## src/sv/ptwq_pkg.sv

```systemverilog
package ptwq_pkg;

   // Physical address width of the walker; table bases are limited to it.
   localparam int PHYS_ADDR_BITS_DEFAULT = 52;

   // Depth of the queue between the classifying front and the result back end.
   localparam int QUEUE_DEPTH = 2;

   // Command codes on the request channel.
   localparam logic CMD_QUERY = 1'b0;
   localparam logic CMD_DATA  = 1'b1;

   // Masks taken from the x86-64 entry layout.
   localparam logic [51:0] TABLE_MASK = 52'hFFFFFFFFFF000;
   localparam logic [51:0] HUGE_MASK  = 52'hFFFFFFFE00000;
   localparam logic [63:0] PAGE_OFF   = 64'h0000000000000FFF;
   localparam logic [63:0] HUGE_OFF   = 64'h00000000001FFFFF;
   localparam logic [63:0] AD_CLEAR   = 64'h0000000000000060;

   // Entry bit positions.
   localparam int BIT_PRESENT  = 0;
   localparam int BIT_WRITABLE = 1;
   localparam int BIT_USER     = 2;
   localparam int BIT_ACCESSED = 5;
   localparam int BIT_DIRTY    = 6;
   localparam int BIT_HUGE     = 7;
   localparam int BIT_NX       = 63;

   // Result kinds.
   typedef enum logic [1:0] {
      KIND_READ    = 2'd0,
      KIND_WRITE   = 2'd1,
      KIND_TRANS   = 2'd2,
      KIND_INVALID = 2'd3
   } kind_type;

   // Walk state: idle, or waiting for the entry of table level 3..0.
   typedef enum logic [2:0] {
      WALK_IDLE,
      WALK_L3,
      WALK_L2,
      WALK_L1,
      WALK_L0
   } walk_state_type;

   // Work handed from the front to the back end.
   typedef enum logic [1:0] {
      OP_READ,
      OP_FINISH,
      OP_EARLY,
      OP_INVALID
   } op_type;

   typedef struct packed {
      op_type      op;
      logic [51:0] req_addr;
      logic [51:0] phys;
      logic [63:0] entry;
      logic [63:0] vpage;
      logic        huge;
   } action_type;

   // One result transfer.
   typedef struct packed {
      kind_type    kind;
      logic [51:0] address;
      logic [63:0] write_data;
      logic [63:0] virt_page;
      logic        present;
      logic        huge;
      logic        writable;
      logic        user_access;
      logic        accessed;
      logic        dirty;
      logic        executable;
      logic        last;
   } rsp_type;

endpackage

```

## src/sv/page_table_walk_query.sv

```systemverilog
// Four-level page table walker with an external memory port. A query transfer
// (req_command 0) with a table root and virtual address starts a walk and produces
// a read request (an invalid result for a zero root, a translation when the masked
// root base is zero); each read-data transfer (req_command 1) returns the requested
// entry and produces the next read request, a translation when the next base is
// zero, or, at the end of the walk, a write-back request followed by the
// translation. A new query drops any walk in progress, and read data that arrives
// while idle produces nothing. The front end takes one request transfer per cycle
// while the queue is not full and hands the work through a two-entry queue to the
// back end, which drives one response transfer per cycle while rsp_ready is high,
// from an output register. Sustained rate is one request per cycle while each
// request yields one result; a completed walk yields two results.
module page_table_walk_query
   import ptwq_pkg::*;
#(
   parameter int PHYS_ADDR_BITS = PHYS_ADDR_BITS_DEFAULT
) (
   input  logic        clock,
   input  logic        reset,
   input  logic        req_valid,
   output logic        req_ready,
   input  logic        req_command,
   input  logic [51:0] req_table_root,
   input  logic [63:0] req_virt_addr,
   input  logic [63:0] req_read_data,
   output logic        rsp_valid,
   input  logic        rsp_ready,
   output logic [1:0]  rsp_kind,
   output logic [51:0] rsp_address,
   output logic [63:0] rsp_write_data,
   output logic [63:0] rsp_virt_page,
   output logic        rsp_present,
   output logic        rsp_huge,
   output logic        rsp_writable,
   output logic        rsp_user_access,
   output logic        rsp_accessed,
   output logic        rsp_dirty,
   output logic        rsp_executable,
   output logic        rsp_last
);

   logic       q_push;
   logic       q_pop;
   logic       q_full;
   logic       q_not_empty;
   action_type q_data;
   action_type q_head;
   rsp_type    rsp_data;

   // Walk state and request classification.
   ptwq_front #(
      .PHYS_ADDR_BITS(PHYS_ADDR_BITS)
   ) u_front (
      .clock          (clock),
      .reset          (reset),
      .req_valid      (req_valid),
      .req_ready      (req_ready),
      .req_command    (req_command),
      .req_table_root (req_table_root),
      .req_virt_addr  (req_virt_addr),
      .req_read_data  (req_read_data),
      .q_full         (q_full),
      .q_push         (q_push),
      .q_data         (q_data)
   );

   // Decoupling queue.
   ptwq_queue u_queue (
      .clock     (clock),
      .reset     (reset),
      .push      (q_push),
      .push_data (q_data),
      .pop       (q_pop),
      .full      (q_full),
      .not_empty (q_not_empty),
      .head      (q_head)
   );

   // Result sequencing and output register.
   ptwq_back u_back (
      .clock       (clock),
      .reset       (reset),
      .q_not_empty (q_not_empty),
      .q_head      (q_head),
      .q_pop       (q_pop),
      .rsp_valid   (rsp_valid),
      .rsp_ready   (rsp_ready),
      .rsp_data    (rsp_data)
   );

   assign rsp_kind        = rsp_data.kind;
   assign rsp_address     = rsp_data.address;
   assign rsp_write_data  = rsp_data.write_data;
   assign rsp_virt_page   = rsp_data.virt_page;
   assign rsp_present     = rsp_data.present;
   assign rsp_huge        = rsp_data.huge;
   assign rsp_writable    = rsp_data.writable;
   assign rsp_user_access = rsp_data.user_access;
   assign rsp_accessed    = rsp_data.accessed;
   assign rsp_dirty       = rsp_data.dirty;
   assign rsp_executable  = rsp_data.executable;
   assign rsp_last        = rsp_data.last;

   // The front never pushes into a full queue.
   assert property (@(posedge clock) disable iff (reset) q_push |-> !q_full)
      else $error("work pushed into a full queue");

   // Only a write-back result leaves its transfer's results unfinished.
   assert property (@(posedge clock) disable iff (reset)
      (rsp_valid && !rsp_last) |-> (rsp_kind == KIND_WRITE))
      else $error("non-final result that is not a write-back");

   // A write-back transfer is followed at once by its translation.
   assert property (@(posedge clock) disable iff (reset)
      (rsp_valid && rsp_ready && !rsp_last) |=> (rsp_valid && rsp_kind == KIND_TRANS))
      else $error("write-back not followed by its translation");

endmodule

```

## src/sv/ptwq_front.sv

```systemverilog
module ptwq_front
   import ptwq_pkg::*;
#(
   parameter int PHYS_ADDR_BITS = PHYS_ADDR_BITS_DEFAULT
) (
   input  logic        clock,
   input  logic        reset,
   input  logic        req_valid,
   output logic        req_ready,
   input  logic        req_command,
   input  logic [51:0] req_table_root,
   input  logic [63:0] req_virt_addr,
   input  logic [63:0] req_read_data,
   input  logic        q_full,
   output logic        q_push,
   output action_type  q_data
);

   localparam logic [51:0] ADDR_LIMIT = 52'((53'd1 << PHYS_ADDR_BITS) - 53'd1);

   walk_state_type walk_ff, walk_in;
   logic [63:0]    saved_virt_ff, saved_virt_in;
   logic [51:0]    base_ff, base_in;

   logic           accept;
   logic           query;
   logic           walking;
   logic           root_zero;
   logic [51:0]    root_base;
   logic [51:0]    data_base;
   logic [51:0]    huge_phys;
   logic [51:0]    next_base;
   logic           base_zero;
   logic           take_huge;
   logic           do_finish;
   logic [1:0]     cur_lvl;
   logic [8:0]     cur_idx;
   logic [8:0]     nxt_idx;
   logic [8:0]     root_idx;

   // Nine-bit table index of a virtual address for one level.
   function automatic logic [8:0] level_index(input logic [63:0] va, input logic [1:0] lvl);
      logic [8:0] idx;
      case (lvl)
         2'd0:    idx = va[20:12];
         2'd1:    idx = va[29:21];
         2'd2:    idx = va[38:30];
         default: idx = va[47:39];
      endcase
      return idx;
   endfunction

   assign req_ready = !q_full;
   assign accept    = req_valid && req_ready;
   assign query     = (req_command == CMD_QUERY);
   assign walking   = (walk_ff != WALK_IDLE);

   // Table bases and page frames, limited to the physical address width.
   assign root_zero = (req_table_root == '0);
   assign root_base = req_table_root & TABLE_MASK & ADDR_LIMIT;
   assign data_base = req_read_data[51:0] & TABLE_MASK & ADDR_LIMIT;
   assign huge_phys = req_read_data[51:0] & HUGE_MASK & ADDR_LIMIT;
   assign next_base = query ? root_base : data_base;
   assign base_zero = (next_base == '0);

   // Level of the entry now awaited, and the indexes into that table and the next.
   always_comb begin
      case (walk_ff)
         WALK_L3: cur_lvl = 2'd3;
         WALK_L2: cur_lvl = 2'd2;
         WALK_L1: cur_lvl = 2'd1;
         default: cur_lvl = 2'd0;
      endcase
   end

   assign cur_idx  = level_index(saved_virt_ff, cur_lvl);
   assign nxt_idx  = level_index(saved_virt_ff, cur_lvl - 2'd1);
   assign root_idx = level_index(req_virt_addr, 2'd3);

   // A walk ends at the leaf, or at a directory entry that maps a 2 MiB page.
   assign take_huge = (walk_ff == WALK_L1) && req_read_data[BIT_HUGE];
   assign do_finish = !query && ((walk_ff == WALK_L0) || take_huge);

   // Next state of the walk.
   always_comb begin
      walk_in       = walk_ff;
      saved_virt_in = saved_virt_ff;
      base_in       = base_ff;
      if (accept) begin
         if (query) begin
            if (root_zero) begin
               walk_in = WALK_IDLE;
            end else begin
               saved_virt_in = req_virt_addr;
               if (base_zero) begin
                  walk_in = WALK_IDLE;
               end else begin
                  walk_in = WALK_L3;
                  base_in = root_base;
               end
            end
         end else if (walking) begin
            if (do_finish || base_zero) begin
               walk_in = WALK_IDLE;
            end else begin
               base_in = data_base;
               case (walk_ff)
                  WALK_L3: walk_in = WALK_L2;
                  WALK_L2: walk_in = WALK_L1;
                  WALK_L1: walk_in = WALK_L0;
                  default: walk_in = WALK_IDLE;
               endcase
            end
         end
      end
   end

   // Work handed to the back end for each transfer that causes results.
   always_comb begin
      q_push = 1'b0;
      q_data = '0;
      if (accept) begin
         if (query) begin
            q_push = 1'b1;
            if (root_zero) begin
               q_data.op = OP_INVALID;
            end else if (base_zero) begin
               q_data.op    = OP_EARLY;
               q_data.vpage = req_virt_addr & ~PAGE_OFF;
            end else begin
               q_data.op       = OP_READ;
               q_data.req_addr = {root_base[51:12], root_idx, 3'b000};
            end
         end else if (walking) begin
            q_push = 1'b1;
            if (do_finish) begin
               q_data.op       = OP_FINISH;
               q_data.req_addr = {base_ff[51:12], cur_idx, 3'b000};
               q_data.entry    = req_read_data;
               q_data.huge     = take_huge;
               q_data.phys     = take_huge ? huge_phys : data_base;
               q_data.vpage    = take_huge ? (saved_virt_ff & ~HUGE_OFF)
                                           : (saved_virt_ff & ~PAGE_OFF);
            end else if (base_zero) begin
               q_data.op    = OP_EARLY;
               q_data.vpage = saved_virt_ff & ~PAGE_OFF;
            end else begin
               q_data.op       = OP_READ;
               q_data.req_addr = {data_base[51:12], nxt_idx, 3'b000};
            end
         end
      end
   end

   always_ff @(posedge clock) begin
      if (reset) begin
         walk_ff       <= WALK_IDLE;
         saved_virt_ff <= '0;
         base_ff       <= '0;
      end else begin
         walk_ff       <= walk_in;
         saved_virt_ff <= saved_virt_in;
         base_ff       <= base_in;
      end
   end

endmodule

```

## src/sv/ptwq_queue.sv

```systemverilog
module ptwq_queue
   import ptwq_pkg::*;
(
   input  logic       clock,
   input  logic       reset,
   input  logic       push,
   input  action_type push_data,
   input  logic       pop,
   output logic       full,
   output logic       not_empty,
   output action_type head
);

   localparam int PTR_BITS = (QUEUE_DEPTH > 1) ? $clog2(QUEUE_DEPTH) : 1;
   localparam int CNT_BITS = $clog2(QUEUE_DEPTH + 1);
   localparam logic [PTR_BITS-1:0] LAST_PTR = PTR_BITS'(QUEUE_DEPTH - 1);
   localparam logic [CNT_BITS-1:0] DEPTH_CNT = CNT_BITS'(QUEUE_DEPTH);

   action_type            mem_ff [QUEUE_DEPTH];
   logic [PTR_BITS-1:0]   wr_ptr_ff, wr_ptr_in;
   logic [PTR_BITS-1:0]   rd_ptr_ff, rd_ptr_in;
   logic [CNT_BITS-1:0]   count_ff, count_in;
   logic                  do_push;
   logic                  do_pop;

   assign full      = (count_ff == DEPTH_CNT);
   assign not_empty = (count_ff != '0);
   assign head      = mem_ff[rd_ptr_ff];
   assign do_push   = push && !full;
   assign do_pop    = pop && not_empty;

   // Pointer and occupancy update.
   always_comb begin
      wr_ptr_in = wr_ptr_ff;
      rd_ptr_in = rd_ptr_ff;
      count_in  = count_ff;
      if (do_push) begin
         wr_ptr_in = (wr_ptr_ff == LAST_PTR) ? '0 : wr_ptr_ff + 1'b1;
      end
      if (do_pop) begin
         rd_ptr_in = (rd_ptr_ff == LAST_PTR) ? '0 : rd_ptr_ff + 1'b1;
      end
      if (do_push && !do_pop) begin
         count_in = count_ff + 1'b1;
      end else if (do_pop && !do_push) begin
         count_in = count_ff - 1'b1;
      end
   end

   always_ff @(posedge clock) begin
      if (reset) begin
         wr_ptr_ff <= '0;
         rd_ptr_ff <= '0;
         count_ff  <= '0;
      end else begin
         wr_ptr_ff <= wr_ptr_in;
         rd_ptr_ff <= rd_ptr_in;
         count_ff  <= count_in;
      end
   end

   // Entry storage needs no reset.
   always_ff @(posedge clock) begin
      if (do_push) begin
         mem_ff[wr_ptr_ff] <= push_data;
      end
   end

endmodule

```

## src/sv/ptwq_back.sv

```systemverilog
module ptwq_back
   import ptwq_pkg::*;
(
   input  logic       clock,
   input  logic       reset,
   input  logic       q_not_empty,
   input  action_type q_head,
   output logic       q_pop,
   output logic       rsp_valid,
   input  logic       rsp_ready,
   output rsp_type    rsp_data
);

   logic       rsp_valid_ff, rsp_valid_in;
   rsp_type    rsp_data_ff, rsp_data_in;
   logic       beat_ff, beat_in;
   logic       load;
   logic       beat_last;
   rsp_type    beat;

   // The output register takes a new result when empty or being transferred.
   assign load = !rsp_valid_ff || rsp_ready;

   // A finished walk gives a write-back and then a translation; others give one result.
   assign beat_last = (q_head.op != OP_FINISH) || beat_ff;
   assign q_pop     = load && q_not_empty && beat_last;

   // Build the result for the current beat of the head entry.
   always_comb begin
      beat = '0;
      case (q_head.op)
         OP_READ: begin
            beat.kind    = KIND_READ;
            beat.address = q_head.req_addr;
            beat.last    = 1'b1;
         end
         OP_EARLY: begin
            beat.kind       = KIND_TRANS;
            beat.virt_page  = q_head.vpage;
            beat.executable = 1'b1;
            beat.last       = 1'b1;
         end
         OP_FINISH: begin
            if (!beat_ff) begin
               beat.kind       = KIND_WRITE;
               beat.address    = q_head.req_addr;
               beat.write_data = q_head.entry & ~AD_CLEAR;
            end else begin
               beat.kind        = KIND_TRANS;
               beat.address     = q_head.phys;
               beat.virt_page   = q_head.vpage;
               beat.present     = q_head.entry[BIT_PRESENT];
               beat.huge        = q_head.huge;
               beat.writable    = q_head.entry[BIT_WRITABLE];
               beat.user_access = q_head.entry[BIT_USER];
               beat.accessed    = q_head.entry[BIT_ACCESSED];
               beat.dirty       = q_head.entry[BIT_DIRTY];
               beat.executable  = !q_head.entry[BIT_NX];
               beat.last        = 1'b1;
            end
         end
         default: begin
            beat.kind = KIND_INVALID;
            beat.last = 1'b1;
         end
      endcase
   end

   // Output register and beat tracking.
   always_comb begin
      rsp_valid_in = rsp_valid_ff;
      rsp_data_in  = rsp_data_ff;
      beat_in      = beat_ff;
      if (load) begin
         rsp_valid_in = q_not_empty;
         if (q_not_empty) begin
            rsp_data_in = beat;
            beat_in     = !beat_last;
         end
      end
   end

   always_ff @(posedge clock) begin
      if (reset) begin
         rsp_valid_ff <= 1'b0;
         beat_ff      <= 1'b0;
      end else begin
         rsp_valid_ff <= rsp_valid_in;
         beat_ff      <= beat_in;
      end
   end

   always_ff @(posedge clock) begin
      rsp_data_ff <= rsp_data_in;
   end

   assign rsp_valid = rsp_valid_ff;
   assign rsp_data  = rsp_data_ff;

endmodule
```

## config.mk

```make
export PLATFORM = sky130hd
export DESIGN_NAME = page_table_walk_query
export DESIGN_NICKNAME = d
export VERILOG_FILES = /design/src/sv/ptwq_pkg.sv /design/src/sv/page_table_walk_query.sv /design/src/sv/ptwq_front.sv /design/src/sv/ptwq_queue.sv /design/src/sv/ptwq_back.sv
export SDC_FILE = /design/constraint.sdc
export NUM_CORES = 1
export LEC_CHECK = 0
export ABC_CLOCK_PERIOD_IN_PS = 17100
export BUFFER_PORTS_ARGS = -buffer_cell sky130_fd_sc_hd__buf_2
export CORE_MARGIN = 2
export CORE_UTILIZATION = 40
export DETAILED_ROUTE_END_ITERATION = 10
export PLACE_DENSITY = 0.61
export REMOVE_ABC_BUFFERS = 1
export SYNTH_ARGS = -nofsm -noshare
export SYNTH_HDL_FRONTEND = slang
export SYNTH_SLANG_ARGS = --single-unit
```

## constraint.sdc

```tcl
create_clock -name clock -period 17.1 [get_ports clock]
set_input_delay 1.71 -clock clock [delete_from_list [all_inputs] [get_ports clock]]
set_output_delay 1.71 -clock clock [all_outputs]
set_load 0.03 [all_outputs]
```

Word level (Yosys, flattened, before mapping)
Memories as Yosys holds them, arrays and structs flattened. A register that Yosys moved wholly into a read port is not among the register bits.
Cells that the tools add are included.
Storage, ports and cells
  flip-flop bits (word level): 315
  bits in writable memories: 470
  input port bits: 185
  output and inout bits: 192
  logic and storage cells: 131
  memories: 1
Operators by class
  add/subtract/negate cells: 5
  eq/ne operators: 16
  muxes and demuxes: 52
  bitwise gates (word level): 3
  reductions and logical operators: 33
Memories
  u_queue.mem_ff: words 2, bits a word 235, read ports 1, clocked after memory_dff 1, write ports 1, line ptwq_queue.sv:19  | action_type mem_ff [QUEUE_DEPTH];
Operators with widths (count)
  two-way mux 235 bit: 2
  two-way mux 52 bit: 9
  two-way mux 64 bit: 5
  two-way mux 116 bit: 2
  two-way mux 54 bit: 3
  case mux 64 bit (2 select lines): 1
  zero test 52 bit: 2
  case mux 52 bit (2 select lines): 1
  two-way mux 72 bit: 1
  case mux 9 bit (3 select lines): 2
  two-way mux 21 bit: 2
  two-way mux 1 bit: 12
  two-way mux 3 bit: 4
  case mux 2 bit (3 select lines): 2
  logical AND 1 bit: 9
  case mux 3 bit (3 select lines): 1
  == test 2 bit, second input constant: 4
  two-way mux 2 bit: 4
  == test 2 x 1 -> 1 bit, second input constant: 3
  == test 3 x 2 -> 1 bit, second input constant: 2
  zero test 1 bit: 6
  zero test 2 bit: 3
  inequality test 2 bit, second input constant: 3
  AND reduction 2 bit: 3
  14 further kinds: 23

Depth between registers and ports, before layout
  depth in word-level cells: 10
  depth in mapped cells: 13
  gate-level depth less buffers: 10

Cells and area by module
A second synthesis with hierarchy kept.
Second synthesis, totals
  cell total of the unflattened synthesis: 2438
  area, all modules: 33545.9 sq um
Modules (own cells, without submodules)
  ptwq_queue: instances 1, cells each 756, area each 17783.3 sq um, sequential area each 14213.6 sq um
  ptwq_back: instances 1, cells each 609, area each 8146.6 sq um, sequential area each 5685.5 sq um
  ptwq_front: instances 1, cells each 1073, area each 7616.1 sq um, sequential area each 1901.8 sq um

Least setup slack after synthesis
Ideal clock, no wire load.
  kind: input-to-reg
  from: input port req_command
  to: memory u_queue.mem_ff[0][0] (netlist name), enable pin
  library setup time: 0.738 ns
  arrival time: 10.058 ns
  data required time: 16.362 ns
  setup slack: 6.304 ns
  stages on the path: 3
  path buffers: 1
  cell sequence: clkbuf_1 > a21oi_1 > nor2b_1
Between the ends
  longest elaborated chain between the ends: 5
Ends and longest elaborated chain
  start: declaration: line page_table_walk_query.sv:22  | input logic req_command,
  two-way mux 1 bit: line ptwq_front.sv:123  | if (query) begin
  two-way mux 1 bit: line ptwq_front.sv:122  | if (accept) begin
  logical AND 1 bit: line ptwq_queue.sv:29  | assign do_push = push && !full;
  named net u_queue.do_push: line ptwq_queue.sv:23  | logic do_push;
  two-way mux 1 bit: line ptwq_queue.sv:64  | if (do_push) begin
  two-way mux 1 bit (implied by the code): line ptwq_queue.sv:65  | mem_ff[wr_ptr_ff] <= push_data;
  end: declaration: line ptwq_queue.sv:19
The timed path passes the listed nets, and every way through them passes these cells.

Worst setup path after layout
  from: input port req_command
  to: register u_front.base_ff[14]
Between the ends
  longest elaborated chain between the ends: 5
  elaborated cells between the ends (all ways): 10
  classes of those cells: eq/ne (4); mux (2); reduce/logical (4)
Ends and longest elaborated chain
  two-way mux 52 bit: line ptwq_front.sv:63  | assign next_base = query ? root_base : data_base;
  zero test 52 bit: line ptwq_front.sv:64  | assign base_zero = (next_base == '0);
  logical OR 1 bit: line ptwq_front.sv:103  | if (do_finish || base_zero) begin
  inequality test 2 bit (no source line)
  AND reduction 5 bit (no source line)
  end signal: assignment: line ptwq_front.sv:163  | base_ff <= base_in;
  end: declaration: line ptwq_front.sv:23  | logic [51:0] base_ff, base_in;
Several ways; a longest one is shown, not always the timed one.
A chain may end at the register's enable or synchronous reset.

==> results.cfg <==
[run_status]
outcome = completed

[global_route]
grt_max_degree = 78
antenna_found_initial = 6
grt_usage_pct = 20.3
grt_pass1_vias = 16800
grt_overflow = 0
grt_pass1_wl_um = 102000

[clock_network]
clock_path_buffers = 3
cts_tree = built
cts.sinks = 629
ctsRootBufferMaster = clkbuf_16
cts_buffers = 69
cts_max_level = 3
cts_hold_buf = 0
cts_resized = 0
clk_latency_ns = 0.61
post_cts_buffers = 0
clkSlewWorstSetupHoldPaths_ns = 0.06

[drt]
final_antenna_net_count = 0
wl_met3_um = 5590
vias = 16600
routedLengthMet1_um = 28700
dr.pass1.iters = 7
drt-total-wl_um = 67900
wl_per_cell_um = 22.1
first_iter_violations = 1436
drc = 0
routed.top_layer = met5
vias_per_cell = 5.40
wl_met2_um = 32400

[pwr]
ir_worst_vdd_uv = 93.4
powerDensity_mw_per_mm2 = 160
leakage_uw = 0.0109
total_power_uw = 4850

[synthesis]
synth_edf_count = 527
synthAdderAreaFrac_pct = 0.245
netlist_area_mm2 = 0.0255
synth_top_area_share_pct = 62.0
ys_warn_count = 0
ys_ff_latch = 629
synth_top_family_by_area = simple AND/OR/NAND/NOR gates
synth-simple-area-share_pct = 10.6
seq_area_frac_synth_pct = 70.0
synth_area_leaders = edfxtp_1, dfxtp_1, mux2i_1
ys_async_sr_fraction_pct = 0
synthCells = 1846
synth.area.mux_share_pct = 7.42
synth_compound_area_share_pct = 8.89
ys.flop_type = edfxtp_1
synth_area_leader_cell = edfxtp_1
avgSynthCellArea_um2 = 13.8
synth_cell_types = 51
synth_xor_area_share_pct = 0.137

[timing]
period_minus_slack_ns = 4.75
drv_slew = 0
setup_viol = 0
max_freq_ghz = 0.210
fin_tns_setup_ns = 0
finalWorstSetupSlack_ns = 12.35
final_hold_viol_count = 0
rsz0062_at_grt = false
tightest_slew_ns = 1.23
finalCritPeriodShare_pct = 27.8
finClkSkew_ns = 0.0239
slew_headroom_pct = 18.1

[floorplanning]
initial_utilization_pct = 40.4
core_area_mm2 = 0.0631
ios = 377
die_w_um = 257
num_rows = 92
die_area_mm2 = 0.0658
die_height_um = 257

[hold_path]
min_path_type = register to register

[layout]
nNetsFinal = 2363
final_area_mm2 = 0.0304
drive_gt1_share_pct = 23.5
fillCellCount = 5592
syn_to_final_growth_pct = 19.0

[critical_path]
criticalPathCategory = primary input to register
worstPathMaxFanout = 41
cp.required_ns = 17.65
r2r_slack_ns = 12.69
critPathArrivalTime_ns = 5.30
crit_path_end_kind = register
cp-start-kind = primary input

[place]
place_area_mm2 = 0.0280
port_buffers = 347
dp_hpwl_um = 40300
pre_cts_ws_ns = 11.76
gp_congestion = 0.801

[run]
maxCapViolations = 0
==> area by class of cell <==
cell class	count	area (µm²)	area share [%]
flip-flops and latches	629	17900	58.9
multi-input cells	1087	7110	23.4
repair buffers	379	1980	6.51
clock buffers	91	1910	6.29
well taps	846	1060	3.49
clock inverters	35	392	1.29
inverters	7	27.5	0.0907
diodes	7	17.5	0.0577
==> layer usage <==
metal / vias to the layer above / track usage [%]
met4: 6 / 6.07
met1: 8226 / 27.1
met5: - / 0
li1: 7596 / -
met2: 720 / 33.3
met3: 89 / 4.43
==> flip-flops by register name, summed over array words and instances, names as in the netlist, named ones only <==
name,flops
u_queue.mem_ff,354
u_back.rsp_valid,1
u_back.rsp_data,173
u_back.beat_ff,1
u_queue.wr_ptr_ff,1
u_front.walk_ff,3
u_queue.rd_ptr_ff,1
u_front.base_ff,40
u_front.saved_virt_ff,52
u_queue.count_ff,2
==> final timing paths <==
path                                           startpoint                         to  depth (start not counted)
worst min-delay path            u_front.saved_virt_ff[60]  u_front.saved_virt_ff[60]                          2
worst max-delay path                          req_command        u_front.base_ff[14]                          9
worst min register to register  u_front.saved_virt_ff[60]  u_front.saved_virt_ff[60]                          2
worst max register to register                   register        u_back.rsp_data[63]                         10
==> where the power goes <==
group	internal (µW)	switching, µW	total, µW
clock network	898	603	1500
registers	2050	112	2160
logic	305	891	1200
==> stage by stage <==
step / hold slack (ns) / instances / utilization [%]
detailed placement: 0.447 / 2948 / 44.5
global placement: 0.442 / 2948 / 44.5
floorplan: 0.431 / 1723 / -
finish: 0.453 / 3081 / 48.1
global route: 0.475 / 3075 / 48.1
CTS: 0.455 / 3074 / 48.1
==> cells in the mapped netlist, types with 21 or more instances <==
| master | number |
|---|---|
| nand2_1 | 182 |
| o21ai_0 | 21 |
| and2_1 | 157 |
| a221o_1 | 80 |
| edfxtp_1 | 527 |
| o22ai_1 | 83 |
| mux2i_1 | 179 |
| a22oi_1 | 26 |
| dfxtp_1 | 102 |
| a21oi_1 | 71 |
| clkbuf_1 | 80 |
| buf_1 | 21 |
| nor2_1 | 150 |
==> cell usage in the layout (no fill, tap or decap), types with 8 or more instances in the layout <==
cell type,instances
nor2_1,145
nand2_1,180
o211ai_1,9
mux2i_1,179
edfxtp_1,527
clkinv_2,15
clkbuf_8,8
o22ai_1,83
a221o_1,80
conb_1,17
nor4_1,18
o32ai_1,9
a21o_1,9
o21ai_0,21
and2_1,156
mux2_2,9
buf_4,32
nor2b_1,10
buf_2,347
clkbuf_1,13
a21oi_1,71
clkbuf_16,70
a22oi_1,26
dfxtp_1,101
==> worst max-delay path: stages <==
cell,delay (ns)
buf_2,0.39
nor4b_1,0.47
nand4_1,0.40
nor4_4,0.59
nor2_4,0.19
buf_4,0.38
nor4_4,0.31
buf_4,0.51
a221o_1,0.27
==> cell families after synthesis <==
logic type | after synthesis
DFF | 629
and+or+nand+nor | 557
AOI/OAI and AO/OA | 316
muxes | 188
buffers and inverters | 146
adders and majority gates | 5
xor gates and xnor gates | 4
other | 1
Note: power is estimated with default switching activity, not from simulation.
